**config.mk**
```make
export PLATFORM = sky130hd
export DESIGN_NAME = two_key_chord_recognizer
export DESIGN_NICKNAME = d
export VERILOG_FILES = /design/src/tkc_pkg.sv /design/src/tkc_cfg_regs.sv /design/src/tkc_match.sv /design/src/two_key_chord_recognizer.sv
export VERILOG_INCLUDE_DIRS = /design/src /design/src/src
export SDC_FILE = /design/constraint.sdc
export NUM_CORES = 1
export LEC_CHECK = 0
export ABC_CLOCK_PERIOD_IN_PS = 5600
export BUFFER_PORTS_ARGS = -buffer_cell sky130_fd_sc_hd__buf_2
export CORE_MARGIN = 10
export CORE_UTILIZATION = 35
export CTS_CLUSTER_SIZE = 8
export DETAILED_ROUTE_END_ITERATION = 10
export HOLD_SLACK_MARGIN = 0.05
export PLACE_DENSITY = 0.54
export SLEW_MARGIN = 20
export SYNTH_ARGS = -nofsm -noshare
export SYNTH_HDL_FRONTEND = slang
export SYNTH_SLANG_ARGS = --single-unit
```
**constraint.sdc**
```tcl
create_clock -name clk_i -period 5.6 [get_ports clk_i]
set_input_delay 0.84 -clock clk_i [delete_from_list [all_inputs] [get_ports clk_i]]
set_output_delay 0.84 -clock clk_i [all_outputs]
set_load 0.05 [all_outputs]
```
**src/assert_macros.svh**
```systemverilog
// ----------------------------------------------------------------------------
// Assertion macros
// Shared concurrent assertion wrappers; define NO_ASSERTIONS to drop them.
// ----------------------------------------------------------------------------
`ifndef ASSERT_MACROS_SVH
`define ASSERT_MACROS_SVH

`ifndef NO_ASSERTIONS

// Assert a property sampled on clk_i, disabled while rst_ni is low
`define TKC_ASSERT(lbl, prop, msg) \
  lbl: assert property (@(posedge clk_i) disable iff (!rst_ni) prop) else $error(msg);

// Assert that a condition holds whenever the enable is high
`define TKC_ASSERT_IF(lbl, en, cond, msg) \
  lbl: assert property (@(posedge clk_i) disable iff (!rst_ni) (en) |-> (cond)) \
    else $error(msg);

`else

`define TKC_ASSERT(lbl, prop, msg)
`define TKC_ASSERT_IF(lbl, en, cond, msg)

`endif

`endif

```
**src/tkc_pkg.sv**
```systemverilog
// ----------------------------------------------------------------------------
// tkc_pkg
// Types and fixed constants of the two-key chord recognizer.
// ----------------------------------------------------------------------------
package tkc_pkg;

  // Field widths fixed by the stream format
  localparam int CmdW      = 2;
  localparam int KeyW      = 16;
  localparam int ModW      = 4;
  localparam int ActionW   = 8;
  localparam int TimeoutW  = 16;
  localparam int ElapsedW  = 17;
  localparam int STdataW   = 24;  // key_code + modifier_bits, padded to bytes
  localparam int MTdataW   = 8;   // action_id
  localparam int CfgIdxW   = 3;

  localparam logic [TimeoutW-1:0] TimeoutReset = 16'd1000;

  // Configuration register indexes
  localparam logic [CfgIdxW-1:0] RegTimeout   = 3'd0;
  localparam logic [CfgIdxW-1:0] RegEntryBase = 3'd1;

  // Item kinds carried in s_axis_tuser
  typedef enum logic [CmdW-1:0] {
    CMD_KEY    = 2'd0,
    CMD_TICK   = 2'd1,
    CMD_CANCEL = 2'd2
  } cmd_e;

  // Result kinds carried in m_axis_tuser
  typedef enum logic [CmdW-1:0] {
    OUT_PASS     = 2'd0,
    OUT_PENDING  = 2'd1,
    OUT_COMPLETE = 2'd2
  } outcome_e;

  // Status from the chord matcher
  typedef struct packed {
    logic any_lead;    // key matches the lead chord of some valid entry
    logic second_hit;  // key matches the second chord of a valid candidate
  } match_status_t;

endpackage

```
**src/tkc_cfg_regs.sv**
```systemverilog
// ----------------------------------------------------------------------------
// tkc_cfg_regs
// Configuration register file: timeout and the packed sequence entries.
// ----------------------------------------------------------------------------
module tkc_cfg_regs #(
  parameter int NUM_SEQUENCES = 6,
  parameter int KEY_BITS      = 16
) (
  input  logic                                   clk_i,
  input  logic                                   rst_ni,
  input  logic                                   cfg_valid_i,
  output logic                                   cfg_ready_o,
  input  logic [tkc_pkg::CfgIdxW-1:0]            cfg_index_i,
  input  logic [2*KEY_BITS+16:0]                 cfg_data_i,
  output logic [tkc_pkg::TimeoutW-1:0]           timeout_o,
  output logic [NUM_SEQUENCES-1:0][2*KEY_BITS+16:0] entries_o
);

  localparam int EntryW = 2 * KEY_BITS + 17;
  localparam int IdxW   = tkc_pkg::CfgIdxW;

  logic [tkc_pkg::TimeoutW-1:0]       timeout_q;
  logic [NUM_SEQUENCES-1:0][EntryW-1:0] entry_q;

  // Writes are always taken
  assign cfg_ready_o = 1'b1;

  // Timeout register
  always_ff @(posedge clk_i or negedge rst_ni) begin
    if (!rst_ni) begin
      timeout_q <= tkc_pkg::TimeoutReset;
    end else if (cfg_valid_i && cfg_index_i == tkc_pkg::RegTimeout) begin
      timeout_q <= cfg_data_i[tkc_pkg::TimeoutW-1:0];
    end
  end

  // Sequence entries; reset clears the valid bits with the rest
  for (genvar i = 0; i < NUM_SEQUENCES; i++) begin : g_entry
    always_ff @(posedge clk_i or negedge rst_ni) begin
      if (!rst_ni) begin
        entry_q[i] <= '0;
      end else if (cfg_valid_i &&
                   cfg_index_i == IdxW'(i) + tkc_pkg::RegEntryBase) begin
        entry_q[i] <= cfg_data_i;
      end
    end
  end

  assign timeout_o = timeout_q;
  assign entries_o = entry_q;

endmodule

```
**src/tkc_match.sv**
```systemverilog
// ----------------------------------------------------------------------------
// tkc_match
// Parallel chord compare against all entries and lowest-entry pick.
// ----------------------------------------------------------------------------
module tkc_match #(
  parameter int NUM_SEQUENCES = 6,
  parameter int KEY_BITS      = 16
) (
  input  logic [NUM_SEQUENCES-1:0][2*KEY_BITS+16:0] entries_i,
  input  logic [NUM_SEQUENCES-1:0]                  cand_i,
  input  logic [tkc_pkg::KeyW-1:0]                  key_i,
  input  logic [tkc_pkg::ModW-1:0]                  mod_i,
  output logic [NUM_SEQUENCES-1:0]                  lead_mask_o,
  output logic [tkc_pkg::ActionW-1:0]               action_o,
  output tkc_pkg::match_status_t                    status_o
);

  localparam int ModW      = tkc_pkg::ModW;
  localparam int LeadModLo = KEY_BITS;
  localparam int SecKeyLo  = KEY_BITS + ModW;
  localparam int SecModLo  = 2 * KEY_BITS + ModW;
  localparam int ActionLo  = 2 * KEY_BITS + 2 * ModW;
  localparam int ValidBit  = 2 * KEY_BITS + 16;
  localparam int WideW     = (KEY_BITS > tkc_pkg::KeyW) ? KEY_BITS : tkc_pkg::KeyW;

  logic [WideW-1:0]          key_wide;
  logic [KEY_BITS-1:0]       key_cmp;
  logic [NUM_SEQUENCES-1:0]  sec_hit;

  // Compare only the low KEY_BITS of the key, zero-extended when wider
  assign key_wide = WideW'(key_i);
  assign key_cmp  = key_wide[KEY_BITS-1:0];

  // Per-entry lead and second chord compare
  for (genvar i = 0; i < NUM_SEQUENCES; i++) begin : g_cmp
    logic valid;
    assign valid = entries_i[i][ValidBit];
    assign lead_mask_o[i] = valid &&
        entries_i[i][KEY_BITS-1:0] == key_cmp &&
        entries_i[i][LeadModLo +: ModW] == mod_i;
    assign sec_hit[i] = valid && cand_i[i] &&
        entries_i[i][SecKeyLo +: KEY_BITS] == key_cmp &&
        entries_i[i][SecModLo +: ModW] == mod_i;
  end

  // Pick the action of the lowest hitting entry
  always_comb begin
    action_o = '0;
    for (int i = NUM_SEQUENCES - 1; i >= 0; i--) begin
      if (sec_hit[i]) begin
        action_o = entries_i[i][ActionLo +: tkc_pkg::ActionW];
      end
    end
  end

  assign status_o.any_lead   = |lead_mask_o;
  assign status_o.second_hit = |sec_hit;

endmodule

```
**src/two_key_chord_recognizer.sv**
```systemverilog
// ----------------------------------------------------------------------------
// two_key_chord_recognizer
// Two-key shortcut recognizer with registered input and result stages.
// ----------------------------------------------------------------------------
// Usage:
//   Items arrive on the s_axis channel: tuser carries the kind (key event,
//   tick, cancel), tdata the key code and modifiers. Each key event yields
//   one result on m_axis: tuser the outcome (passthrough, pending, completed)
//   and tdata the completed action. Ticks and cancels yield nothing. The cfg
//   channel is always ready and writes the timeout (index 0) and the sequence
//   entries (index 1 up); users write only while the block is idle (unenforced).
// Timing:
//   An accepted item is matched and updates the state while it sits in the input
//   register; a key event waits there while a held result is not taken. Its
//   result is loaded into the output register when it is processed. One item
//   per cycle is taken while no key event is held; the limit is the combinational
//   compare of all entries followed by the lowest-entry pick.
// Reset clears the pending lead, the candidate mask, the tick counter, all
// entries and sets the timeout to 1000. When the receiver stalls, the result
// holds; ticks and cancels keep flowing until a key event reaches the input
// register, which then waits there and holds off further transfers.
// ----------------------------------------------------------------------------
`include "assert_macros.svh"

module two_key_chord_recognizer #(
  parameter int NUM_SEQUENCES = 6,
  parameter int KEY_BITS      = 16
) (
  input  logic                           clk_i,
  input  logic                           rst_ni,
  // Item stream in
  input  logic                           s_axis_tvalid,
  output logic                           s_axis_tready,
  input  logic [tkc_pkg::STdataW-1:0]    s_axis_tdata,  // key_code[15:0], modifier_bits[19:16]
  input  logic [tkc_pkg::CmdW-1:0]       s_axis_tuser,  // cmd[1:0]
  // Result stream out
  output logic                           m_axis_tvalid,
  input  logic                           m_axis_tready,
  output logic [tkc_pkg::MTdataW-1:0]    m_axis_tdata,  // action_id[7:0]
  output logic [tkc_pkg::CmdW-1:0]       m_axis_tuser,  // outcome[1:0]
  // Configuration writes
  input  logic                           cfg_valid_i,
  output logic                           cfg_ready_o,
  input  logic [tkc_pkg::CfgIdxW-1:0]    cfg_index_i,
  input  logic [2*KEY_BITS+16:0]         cfg_data_i
);

  localparam int KeyW     = tkc_pkg::KeyW;
  localparam int ModW     = tkc_pkg::ModW;
  localparam int ElapsedW = tkc_pkg::ElapsedW;

  // Configuration
  logic [tkc_pkg::TimeoutW-1:0]                timeout;
  logic [NUM_SEQUENCES-1:0][2*KEY_BITS+16:0]   entries;

  // Input stage
  logic                     in_vld_q, in_vld_d;
  logic [tkc_pkg::CmdW-1:0] in_cmd_q;
  logic [KeyW-1:0]          in_key_q;
  logic [ModW-1:0]          in_mod_q;

  // Recognizer state
  logic                     armed_q, armed_d;
  logic [NUM_SEQUENCES-1:0] cand_q, cand_d;
  logic [ElapsedW-1:0]      elapsed_q, elapsed_d;

  // Result stage
  logic                          out_vld_q, out_vld_d;
  tkc_pkg::outcome_e             out_outcome_q, res_outcome;
  logic [tkc_pkg::ActionW-1:0]   out_action_q, res_action;

  // Matcher outputs
  logic [NUM_SEQUENCES-1:0]      lead_mask;
  logic [tkc_pkg::ActionW-1:0]   hit_action;
  tkc_pkg::match_status_t        status;

  logic is_key, advance, in_time, complete;

  tkc_cfg_regs #(
    .NUM_SEQUENCES (NUM_SEQUENCES),
    .KEY_BITS      (KEY_BITS)
  ) u_cfg (
    .clk_i       (clk_i),
    .rst_ni      (rst_ni),
    .cfg_valid_i (cfg_valid_i),
    .cfg_ready_o (cfg_ready_o),
    .cfg_index_i (cfg_index_i),
    .cfg_data_i  (cfg_data_i),
    .timeout_o   (timeout),
    .entries_o   (entries)
  );

  tkc_match #(
    .NUM_SEQUENCES (NUM_SEQUENCES),
    .KEY_BITS      (KEY_BITS)
  ) u_match (
    .entries_i   (entries),
    .cand_i      (cand_q),
    .key_i       (in_key_q),
    .mod_i       (in_mod_q),
    .lead_mask_o (lead_mask),
    .action_o    (hit_action),
    .status_o    (status)
  );

  // Advance the input item unless it is a key event blocked by a held result
  assign is_key        = in_cmd_q == tkc_pkg::CMD_KEY;
  assign advance       = in_vld_q && (!is_key || !out_vld_q || m_axis_tready);
  assign s_axis_tready = !in_vld_q || advance;
  assign in_vld_d      = s_axis_tvalid ? 1'b1 : (in_vld_q && !advance);

  assign in_time  = elapsed_q <= ElapsedW'(timeout);
  assign complete = armed_q && in_time && status.second_hit;

  // Item processing: state update and result selection
  always_comb begin
    armed_d     = armed_q;
    cand_d      = cand_q;
    elapsed_d   = elapsed_q;
    res_outcome = tkc_pkg::OUT_PASS;
    res_action  = '0;
    if (advance) begin
      unique case (in_cmd_q)
        tkc_pkg::CMD_TICK: begin
          if (elapsed_q != '1) begin
            elapsed_d = elapsed_q + 1'b1;
          end
        end
        tkc_pkg::CMD_CANCEL: begin
          armed_d = 1'b0;
          cand_d  = '0;
        end
        tkc_pkg::CMD_KEY: begin
          armed_d = 1'b0;
          cand_d  = '0;
          if (complete) begin
            res_outcome = tkc_pkg::OUT_COMPLETE;
            res_action  = hit_action;
          end else if (status.any_lead) begin
            armed_d     = 1'b1;
            cand_d      = lead_mask;
            elapsed_d   = '0;
            res_outcome = tkc_pkg::OUT_PENDING;
          end
        end
        default: begin
          // unused kind: drop
        end
      endcase
    end
  end

  // Result valid: set by a processed key event, clear on transfer
  assign out_vld_d = (advance && is_key) ? 1'b1 : (out_vld_q && !m_axis_tready);

  // Control registers
  always_ff @(posedge clk_i or negedge rst_ni) begin
    if (!rst_ni) begin
      in_vld_q  <= 1'b0;
      armed_q   <= 1'b0;
      cand_q    <= '0;
      elapsed_q <= '0;
      out_vld_q <= 1'b0;
    end else begin
      in_vld_q  <= in_vld_d;
      armed_q   <= armed_d;
      cand_q    <= cand_d;
      elapsed_q <= elapsed_d;
      out_vld_q <= out_vld_d;
    end
  end

  // Input payload: load on transfer
  always_ff @(posedge clk_i) begin
    if (s_axis_tvalid && s_axis_tready) begin
      in_cmd_q <= s_axis_tuser;
      in_key_q <= s_axis_tdata[KeyW-1:0];
      in_mod_q <= s_axis_tdata[KeyW +: ModW];
    end
  end

  // Result payload: load when a key event is processed
  always_ff @(posedge clk_i) begin
    if (advance && is_key) begin
      out_outcome_q <= res_outcome;
      out_action_q  <= res_action;
    end
  end

  assign m_axis_tvalid = out_vld_q;
  assign m_axis_tuser  = out_outcome_q;
  assign m_axis_tdata  = out_action_q;

  // Checks
  `TKC_ASSERT_IF(a_armed_has_cand, armed_q, cand_q != '0,
                 "armed lead without candidates")
  `TKC_ASSERT_IF(a_action_only_on_complete,
                 out_vld_q && out_outcome_q != tkc_pkg::OUT_COMPLETE,
                 out_action_q == '0, "action given without completion")
  `TKC_ASSERT(a_tick_counts,
              advance && in_cmd_q == tkc_pkg::CMD_TICK && elapsed_q != '1
              |=> elapsed_q == $past(elapsed_q) + 1'b1,
              "tick did not advance elapsed count")
  `TKC_ASSERT(a_complete_disarms, advance && is_key && complete |=> !armed_q,
              "completion left lead armed")

endmodule
```
# Word level (Yosys, flattened, before mapping)
# Index checks and enable logic that the tools add are counted.
# word_totals
reg_bits	368
word_cells	141
# classes
n_addsub	1
n_lt_le_gt_ge	1
n_eq_ne	36
muxes	20
bitwise	2
reduce_logical	63
# op_table
operator	n
== test 16 bit	12
two-way mux 17 bit	3
== test 4 bit	12
two-way mux 8 bit	6
logical AND 1 bit	44
one-hot mux 17 bit (2 select lines)	1
adder 17 x 1 -> 17 bit (second input constant)	1
less-or-equal comparator 17 x 16 -> 1 bit	1
inequality test 17 bit (second input constant)	1
two-way mux 6 bit	2
one-hot mux 6 bit (2 select lines)	1
OR reduction 6 bit	2
== test 3 bit (second input constant)	3
== test 3 x 2 -> 1 bit (second input constant)	2
inequality test 2 bit (second input constant)	3
zero test 1 bit	5
two-way mux 1 bit	5
AND reduction 5 bit	1
AND reduction 2 bit	2
nonzero test 2 bit	2
== test 3 x 1 -> 1 bit (second input constant)	1
zero test 3 bit	1
logical OR 1 bit	3
AND reduction 3 bit	1
other kinds (7)	8

# Longest topological paths before layout
# Gate-level depths: netlist (run 1).
# depth
word_depth	9
mapped_depth	16
ltp_nobuf	13

# Hierarchy
# Synthesis (run 1) repeated with hierarchy kept, for this count alone.
# hier_totals
hier_cells	1356
hier_area_um2	17920.9
# modules_own_cells
module	n_inst	cells_each	area_per_inst_um2	seq_area_each_um2
tkc_cfg_regs	1	660	11546.1	7764.9
tkc_match	1	433	3378.2	0.0
two_key_chord_recognizer	1	263	2996.6	1611.5

# Worst setup path before layout (run 1)
# Ideal clock, no wire load.
# synth_timing
kind	reg2reg
startpoint	reg elapsed_q[8]
endpoint	reg elapsed_q[15]
setup_ps	73
t_arrival_ps	2804
t_required_ps	5527
setup_slack_ps	2723
stages_incl_launch_ff	15
path_buffers	2
synth_period_minus_slack_ps	2877
cell_sequence	dfrtp_1 > and2_1 > and4_1 > and2_1 > and4_1 > ha_1 > nand2_1 > o21ai_0 > nor3b_1 > and2_1 > buf_1 > a31oi_1 > buf_2 > or3_1 > a21oi_2
# synth_between
elab_chain_cells	5
elab_cells_between_ends	10
cone_classes	add/sub (1); order compare (1); eq/ne (3); mux (2); reduce/logical (3)
# synth_lines
item	line_no	text
start, declared	two_key_chord_recognizer.sv:65	logic [ElapsedW-1:0] elapsed_q, elapsed_d;
start signal, assigned	two_key_chord_recognizer.sv:168	elapsed_q <= elapsed_d;
less-or-equal comparator 17 x 16 -> 1 bit	two_key_chord_recognizer.sv:112	assign in_time = elapsed_q <= ElapsedW'(timeout);
logical AND 1 bit (2 in a row)	two_key_chord_recognizer.sv:113	assign complete = armed_q && in_time && status.second_hit;
inequality test 2 bit (no source line)	n/a	
AND reduction 5 bit (no source line)	n/a	
# Several ways; a longest one is shown, not always the timed one. The select of a mux whose other input is x is not followed.
# A chain may end at the register's enable or synchronous reset.

# Final worst setup path (run 1)
# layout_timing
startpoint	reg in_key_q[3]
endpoint	reg out_action_q (netlist bit m_axis_tdata[4]) (data pin)
# layout_between
elab_chain_cells	9
elab_cells_between_ends	27
cone_classes	eq/ne (6); mux (6); reduce/logical (15)
# layout_lines
item	line_no	text
start, declared	two_key_chord_recognizer.sv:59	logic [KeyW-1:0] in_key_q;
start signal, assigned	two_key_chord_recognizer.sv:177	in_key_q <= s_axis_tdata[KeyW-1:0];
== test 16 bit	tkc_match.sv:42	entries_i[i][SecKeyLo +: KEY_BITS] == key_cmp &&
logical AND 1 bit	tkc_match.sv:41	assign sec_hit[i] = valid && cand_i[i] &&
logical AND 1 bit	tkc_match.sv:42	
two-way mux 8 bit (6 in a row)	tkc_match.sv:50	if (sec_hit[i]) begin
end signal, assigned	two_key_chord_recognizer.sv:186	out_action_q <= res_action;
end, declared	two_key_chord_recognizer.sv:70	logic [tkc_pkg::ActionW-1:0] out_action_q, res_action;
# Several ways; a longest one is shown, not always the timed one.

==> results of run 1 <==
## cell usage in the layout, fill, tap and decap left out, types with 32 or more instances in the layout
master / count
xnor2_1: 111
nand4_1: 59
clkbuf_16: 51
nand2_1: 74
o21ai_0: 34
edfxtp_1: 32
dfrtp_1: 330
buf_2: 89
xor2_1: 128
nor4_1: 57
mux2_2: 297
## synth_stat cells (all sizes together), types with 7 or more instances
library cell,number
a21oi,23
and3,7
buf,44
clkbuf,20
dfrtp,330
edfxtp,32
ha,18
inv,19
mux2,297
nand2,74
nand3,25
nand4,59
nand4b,12
nor2,26
nor3,15
nor3b,11
nor4,61
o21a,8
o21ai,45
o221ai,7
or2,11
xnor2,112
xor2,128
## cell type report
cell class / instances / area, um2 / share of cell area
antenna: 1 / 2.502 / 0.0001211
clock buffer: 71 / 1351 / 0.06540
clock inverter: 3 / 52.55 / 0.002543
inverter: 19 / 71.32 / 0.003452
multi-input combinational: 998 / 8341 / 0.4037
sequential: 368 / 9376 / 0.4538
tap: 680 / 850.8 / 0.04118
timing repair buffer: 109 / 615.6 / 0.02979
## power by group through the flow
stage / Sequential [mW] / Clock (mW) / Combinational [mW]
global route: 3.68 / 3.01 / 1.66
floorplan: 3.52 / 0 / 1.09
CTS: 3.61 / 2.90 / 1.52
finish: 3.61 / 2.83 / 1.52
global placement: 3.63 / 0 / 1.49
detailed placement: 3.65 / 0 / 1.51
## registers in the layout, summed over array words and instances, names as in the netlist
name	flops
m_axis_tvalid	1
u_cfg.timeout_o	16
in_vld_q	1
m_axis_tdata	8
in_mod_q	4
u_cfg.entries_o	294
elapsed_q	17
armed_q	1
in_key_q	16
in_cmd_q	2
cand_q	6
m_axis_tuser	2
## cell families (layout without fill, tap and decap cells)
kind of cell | Yosys count | in the layout
AO/OA/AOI/OAI | 108 | 108
XOR/XNOR | 240 | 240
adder cells (fa/ha/maj) | 18 | 18
buffers and inverters | 83 | 202
flip-flops | 368 | 368
multiplexers | 303 | 303
other | 1 | 2
AND/OR/NAND/NOR | 328 | 328
## metrics by stage
| step | power [mW] | cell area [um2] | setup slack (ns) |
|---|---|---|---|
| 2_1_floorplan | 4.611 | 18060 | 2.723 |
| 3_3_place_gp | 5.113 | 19250 | 1.773 |
| 3_5_place_dp | 5.162 | 19250 | 1.734 |
| 4_1_cts | 8.032 | 20660 | 1.716 |
| 5_1_grt | 8.354 | 20660 | 1.450 |
| 6_report | 7.959 | 20660 | 1.742 |
## per-layer routing
| layer | part of all wire | vias to the layer above | GRT usage |
|---|---|---|---|
| met3 | 0.047 | 78 | 0.02881 |
| met1 | 0.46 | 6055 | 0.2305 |
| met5 | 0.00040 | - | 0 |
| li1 | - | 5393 | - |
| met4 | 0.026 | 4 | 0.05666 |
| met2 | 0.47 | 263 | 0.2747 |
## worst paths after layout
| check | endpoint | slack [ns] | depth (start not counted) |
|---|---|---|---|
| max | m_axis_tdata[4] | 1.74 | 9 |
| min | u_cfg.entries_o[162] | 0.31 | 1 |
| max reg2reg | m_axis_tdata[4] | 1.74 | 9 |
| min reg2reg | armed_q | 0.48 | 1 |
| max in group asynchronous | u_cfg.entries_o[255] | 3.85 | 2 |
| min in group clk_i | in_key_q[7] | 0.40 | 1 |
==> impl_metrics.ini, run 1 <==
[status]
status = finished clean

[synth]
synthXorXnorAreaFrac = 0.1168
syn_area_per_cell_um2 = 12.47
synthMuxAreaShare = 0.1885
synth_edf_count = 32
ys_seq_area_frac = 0.5191
synthAdderAreaFrac = 0.01247
netlist_top_cells_area = dfrtp_1, mux2_2, xor2_1, xnor2_1, edfxtp_1
synth.distinct_cells = 59
syn_area_um2 = 18060
ys_warn_count = 0
yosys.area_share.simple = 0.1043
yosys.area.top_type = dfrtp_1
async_flop_share = 0.9130
synthFlopType = dfrtp_1
synthCells = 1449
syn_nets = 1550
synth-seq-cells = 368
synth_top_family_by_area = multiplexers
yosys.area.top_type_share = 0.4572
synth_compound_area_frac = 0.03838

[run]
maxCapViolations = 0

[cells_and_area]
layout.cells.non_filler = 2249
finalNetCount = 1648
n_fill_cell = 4835
area_growth_pct = 14.39
drive_gt1_frac = 0.3112
fin_util = 0.4036

[clock_tree]
clockRootBuffer = clkbuf_16
clock_latency_ns = 0.61
cts_buffer_depth = 3
cts_made_buffers = 51
cts_tree = done
cts_resized = 0
htree_levels = 2
cts_sinks = 368
cts_hold_buf = 0
clk_pin_slew_ns = 0.06
post_cts_buffers = 0

[power]
intPower_mw = 5.609
combPwrFrac = 0.191
p_leak_nw = 8.354
p_clk_frac = 0.355
peakVddDrop_mv = 0.2531
pwr-share-seq = 0.453
swShare = 0.2952
p_switching_mw = 2.350
p_per_area_nw_per_um2 = 385.2

[drt]
first_pass_iters = 5
totalWireLength_mm = 52.03
post_drt_wl_per_cell_um = 23.13
viasPerCell = 5.244
via_count = 11793
drt_iter0_drc = 795
ant_nets = 0
remaining_drc_errors = 0

[worst_setup_path]
cp-end-kind = flop
cp_num_buf_inv = 0
path_max_fanout = 12
worstPathRequired_ns = 6.03
crit_path_top_delay_cell = edfxtp_1
slowest_delay_ns = 1.00
reg2reg_from = in_key_q[3]
start_kind = flop
crit_type = flop to flop
cp_cell_sequence = xor2_1, nor4_1, nand4_1, or4_1, nor2b_1, a311o_4, nor2_4, o221ai_1, a21oi_1
critPathLaunch = in_key_q[3]
critical_path_arrival_ns = 4.29
crit_family = simple AND/OR/NAND/NOR gates

[die]
rows = 83
design.core.area_um2 = 51200
dieWidth_um = 247.2
dieArea_um2 = 61090
initial_core_util = 0.3528
die_height_um = 247.2
ios = 96

[sta]
finClkSkew_ns = 0.03593
relSlewSlack = 0.2791
hold_violations = 0
maxSlewViolCount = 0
layout_min_cycle_time_ns = 3.858
setup_violations = 0
rsz0062_at_grt = false
period_share = 0.6889
holdWs_ns = 0.3128
tightest_slew_ns = 1.081
finalSetupTns_ns = 0
clock.fmax_ghz = 0.2592

[global_route]
grt_max_degree = 116
grt_pass1_vias = 12323
grt_pass1_wl_mm = 79.09
grt_remaining_overflow = 0
grt_antenna_before_repair = 3
grtUsageTotal = 0.1711

[hold_path]
min_path_type = primary input to async pin

[place]
place_congestion = 0.8952
dpl.hpwl_mm = 36.55
portBuffers = 90
dp.cells = 2174
Power figures use the tool's default switching activity.
==> inputs of run 2 (changes only) <==
Settings changed: ABC_CLOCK_PERIOD_IN_PS 5600 to 3400, PLACE_DENSITY 0.54 to 0.55.
Clock period 5.6 ns to 3.4 ns, I/O delays scaled along.
==> impl_metrics.ini, run 2 (synthesis results as in run 1) <==
[status]
status = finished clean

[die]
initial_core_util = 0.3528
ios = 96
dieArea_um2 = 61090
die_height_um = 247.2
rows = 83
design.core.area_um2 = 51200
dieWidth_um = 247.2

[sta]
layout_min_cycle_time_ns = 3.271
rsz0062_at_grt = true
relSlewSlack = 0.4389
maxSlewViolCount = 0
finClkSkew_ns = 0.02004
hold_violations = 0
finalSetupTns_ns = 0
clock.fmax_ghz = 0.3057
setup_violations = 0
period_share = 0.9622
tightest_slew_ns = 0.8416

[worst_setup_path]
crit_path_top_delay_cell = edfxtp_1
crit_type = flop to flop
worstPathRequired_ns = 3.89
slowest_delay_ns = 0.61
path_max_fanout = 8
critical_path_arrival_ns = 3.76
crit_family = simple AND/OR/NAND/NOR gates
cp_num_buf_inv = 1
cp_cell_sequence = buf_4, xnor2_1, nand4_1, nor4_2, nand4_1, and4_1, nand3_1, a21oi_2, or4_1, a21oi_1
crit_top_cell = nand4_1
start_kind = flop
cp-end-kind = flop

[run]
maxCapViolations = 0

[power]
p_leak_nw = 8.628
pwr-share-seq = 0.446
peakVddDrop_mv = 0.3440
p_switching_mw = 3.877
combPwrFrac = 0.203
p_clk_frac = 0.351
intPower_mw = 9.311
p_total_mw = 13.19
swShare = 0.2940
p_per_area_nw_per_um2 = 624.6

[drt]
remaining_drc_errors = 0
drt_iter0_drc = 891
via_count = 12153
post_drt_wl_per_cell_um = 22.74
ant_nets = 0
first_pass_iters = 7
viasPerCell = 5.291
totalWireLength_mm = 52.24

[clock_tree]
clock_latency_ns = 0.59
clockRootBuffer = clkbuf_16
cts_made_buffers = 51
cts_sinks = 368
clk_pin_slew_ns = 0.05
htree_levels = 2
post_cts_buffers = 0
cts_tree = done
cts_buffer_depth = 3

[cells_and_area]
mostFrequentLayoutCell = dfrtp_1
finalNetCount = 1699
register_area_um2 = 9376
multi_input_area_um2 = 8361
n_fill_cell = 4823
fin_util = 0.4124
area_growth_pct = 16.90
final_cell_mix = dfrtp_1, mux2_2, xor2_1, xnor2_1, buf_2
largest_reg_flops = 294
drive_gt1_frac = 0.3348

[global_route]
grt_pass1_vias = 12437
grtUsageTotal = 0.1728
grt_antenna_before_repair = 3
grt_max_degree = 88
grt_pass1_wl_mm = 79.55
grt_remaining_overflow = 0

[place]
place_congestion = 0.8912
portBuffers = 90
dpl.hpwl_mm = 37.98

[hold_path]
min_path_type = primary input to flop
run 2: final timing paths:
kind | slack (ns) | end | cells past startpoint | start
max | 0.13 | elapsed_q[10] | 10 | in_key_q[1]
min | 0.09 | in_key_q[7] | 1 | s_axis_tdata[7]
max reg2reg | 0.13 | elapsed_q[10] | 10 | in_key_q[1]
min reg2reg | 0.49 | armed_q | 1 | armed_q
max in group asynchronous | 1.82 | u_cfg.entries_o[81] | 3 | rst_ni
min in group asynchronous | 0.51 | u_cfg.entries_o[162] | 2 | rst_ni
run 2: power groups by stage:
stage / Clock, mW / Sequential [mW] / Combinational, mW
after detailed placement: 0 / 5.96 / 2.64
after floorplan: 0 / 5.80 / 1.79
after global routing: 4.94 / 6.00 / 2.91
after CTS: 4.75 / 5.89 / 2.65
final: 4.62 / 5.89 / 2.68
after global placement: 0 / 5.92 / 2.60
run 2: area by class of cell:
cell class,count,share of cell area
Inverter,19,0.003378
Antenna cell,1,0.0001185
Clock buffer,69,0.06465
Clock inverter,2,0.001185
Sequential cell,368,0.4441
Tap cell,680,0.04029
Timing Repair Buffer,160,0.05037
Multi-Input combinational cell,998,0.3959
run 2: metal layers:
layer / part of all wire / wire length (um) / vias to the layer above / track usage
met3: 0.056 / 2907 / 86 / 0.03356
met5: 0.00034 / 18 / - / 0
met2: 0.47 / 24300 / 319 / 0.2740
met4: 0.028 / 1452 / 4 / 0.05810
met1: 0.45 / 23560 / 6229 / 0.2326
li1: - / - / 5515 / -
run 2: through the flow:
| stage | std cells | hold WS (ns) | setup slack (ns) | instance area [um2] |
|---|---|---|---|---|
| after floorplan | 1449 | 0.2144 | 0.5232 | 18060 |
| after global placement | 2224 | 0.4748 | 0.1867 | 19690 |
| after detailed placement | 2224 | 0.4698 | 0.1473 | 19690 |
| after CTS | 2296 | 0.05696 | 0.1278 | 21090 |
| after global routing | 2297 | 0.07017 | -0.04455 | 21120 |
| final | 2297 | 0.09386 | 0.1287 | 21120 |
run 2: worst register-to-register path, stage by stage (launching register included):
cell	delay [ns]
edfxtp_1	0.61
buf_4	0.28
xnor2_1	0.27
nand4_1	0.15
nor4_2	0.45
nand4_1	0.16
and4_1	0.23
nand3_1	0.21
a21oi_2	0.12
or4_1	0.50
a21oi_1	0.19
run 2: repair_timing:
| action | CTS | global route |
|---|---|---|
| setup endpoints to repair | 0 | 4 |
| hold buffers | 1 | 0 |
| gates resized for setup | 0 | 3 |
| endpoints found under the hold margin | 79 | 0 |
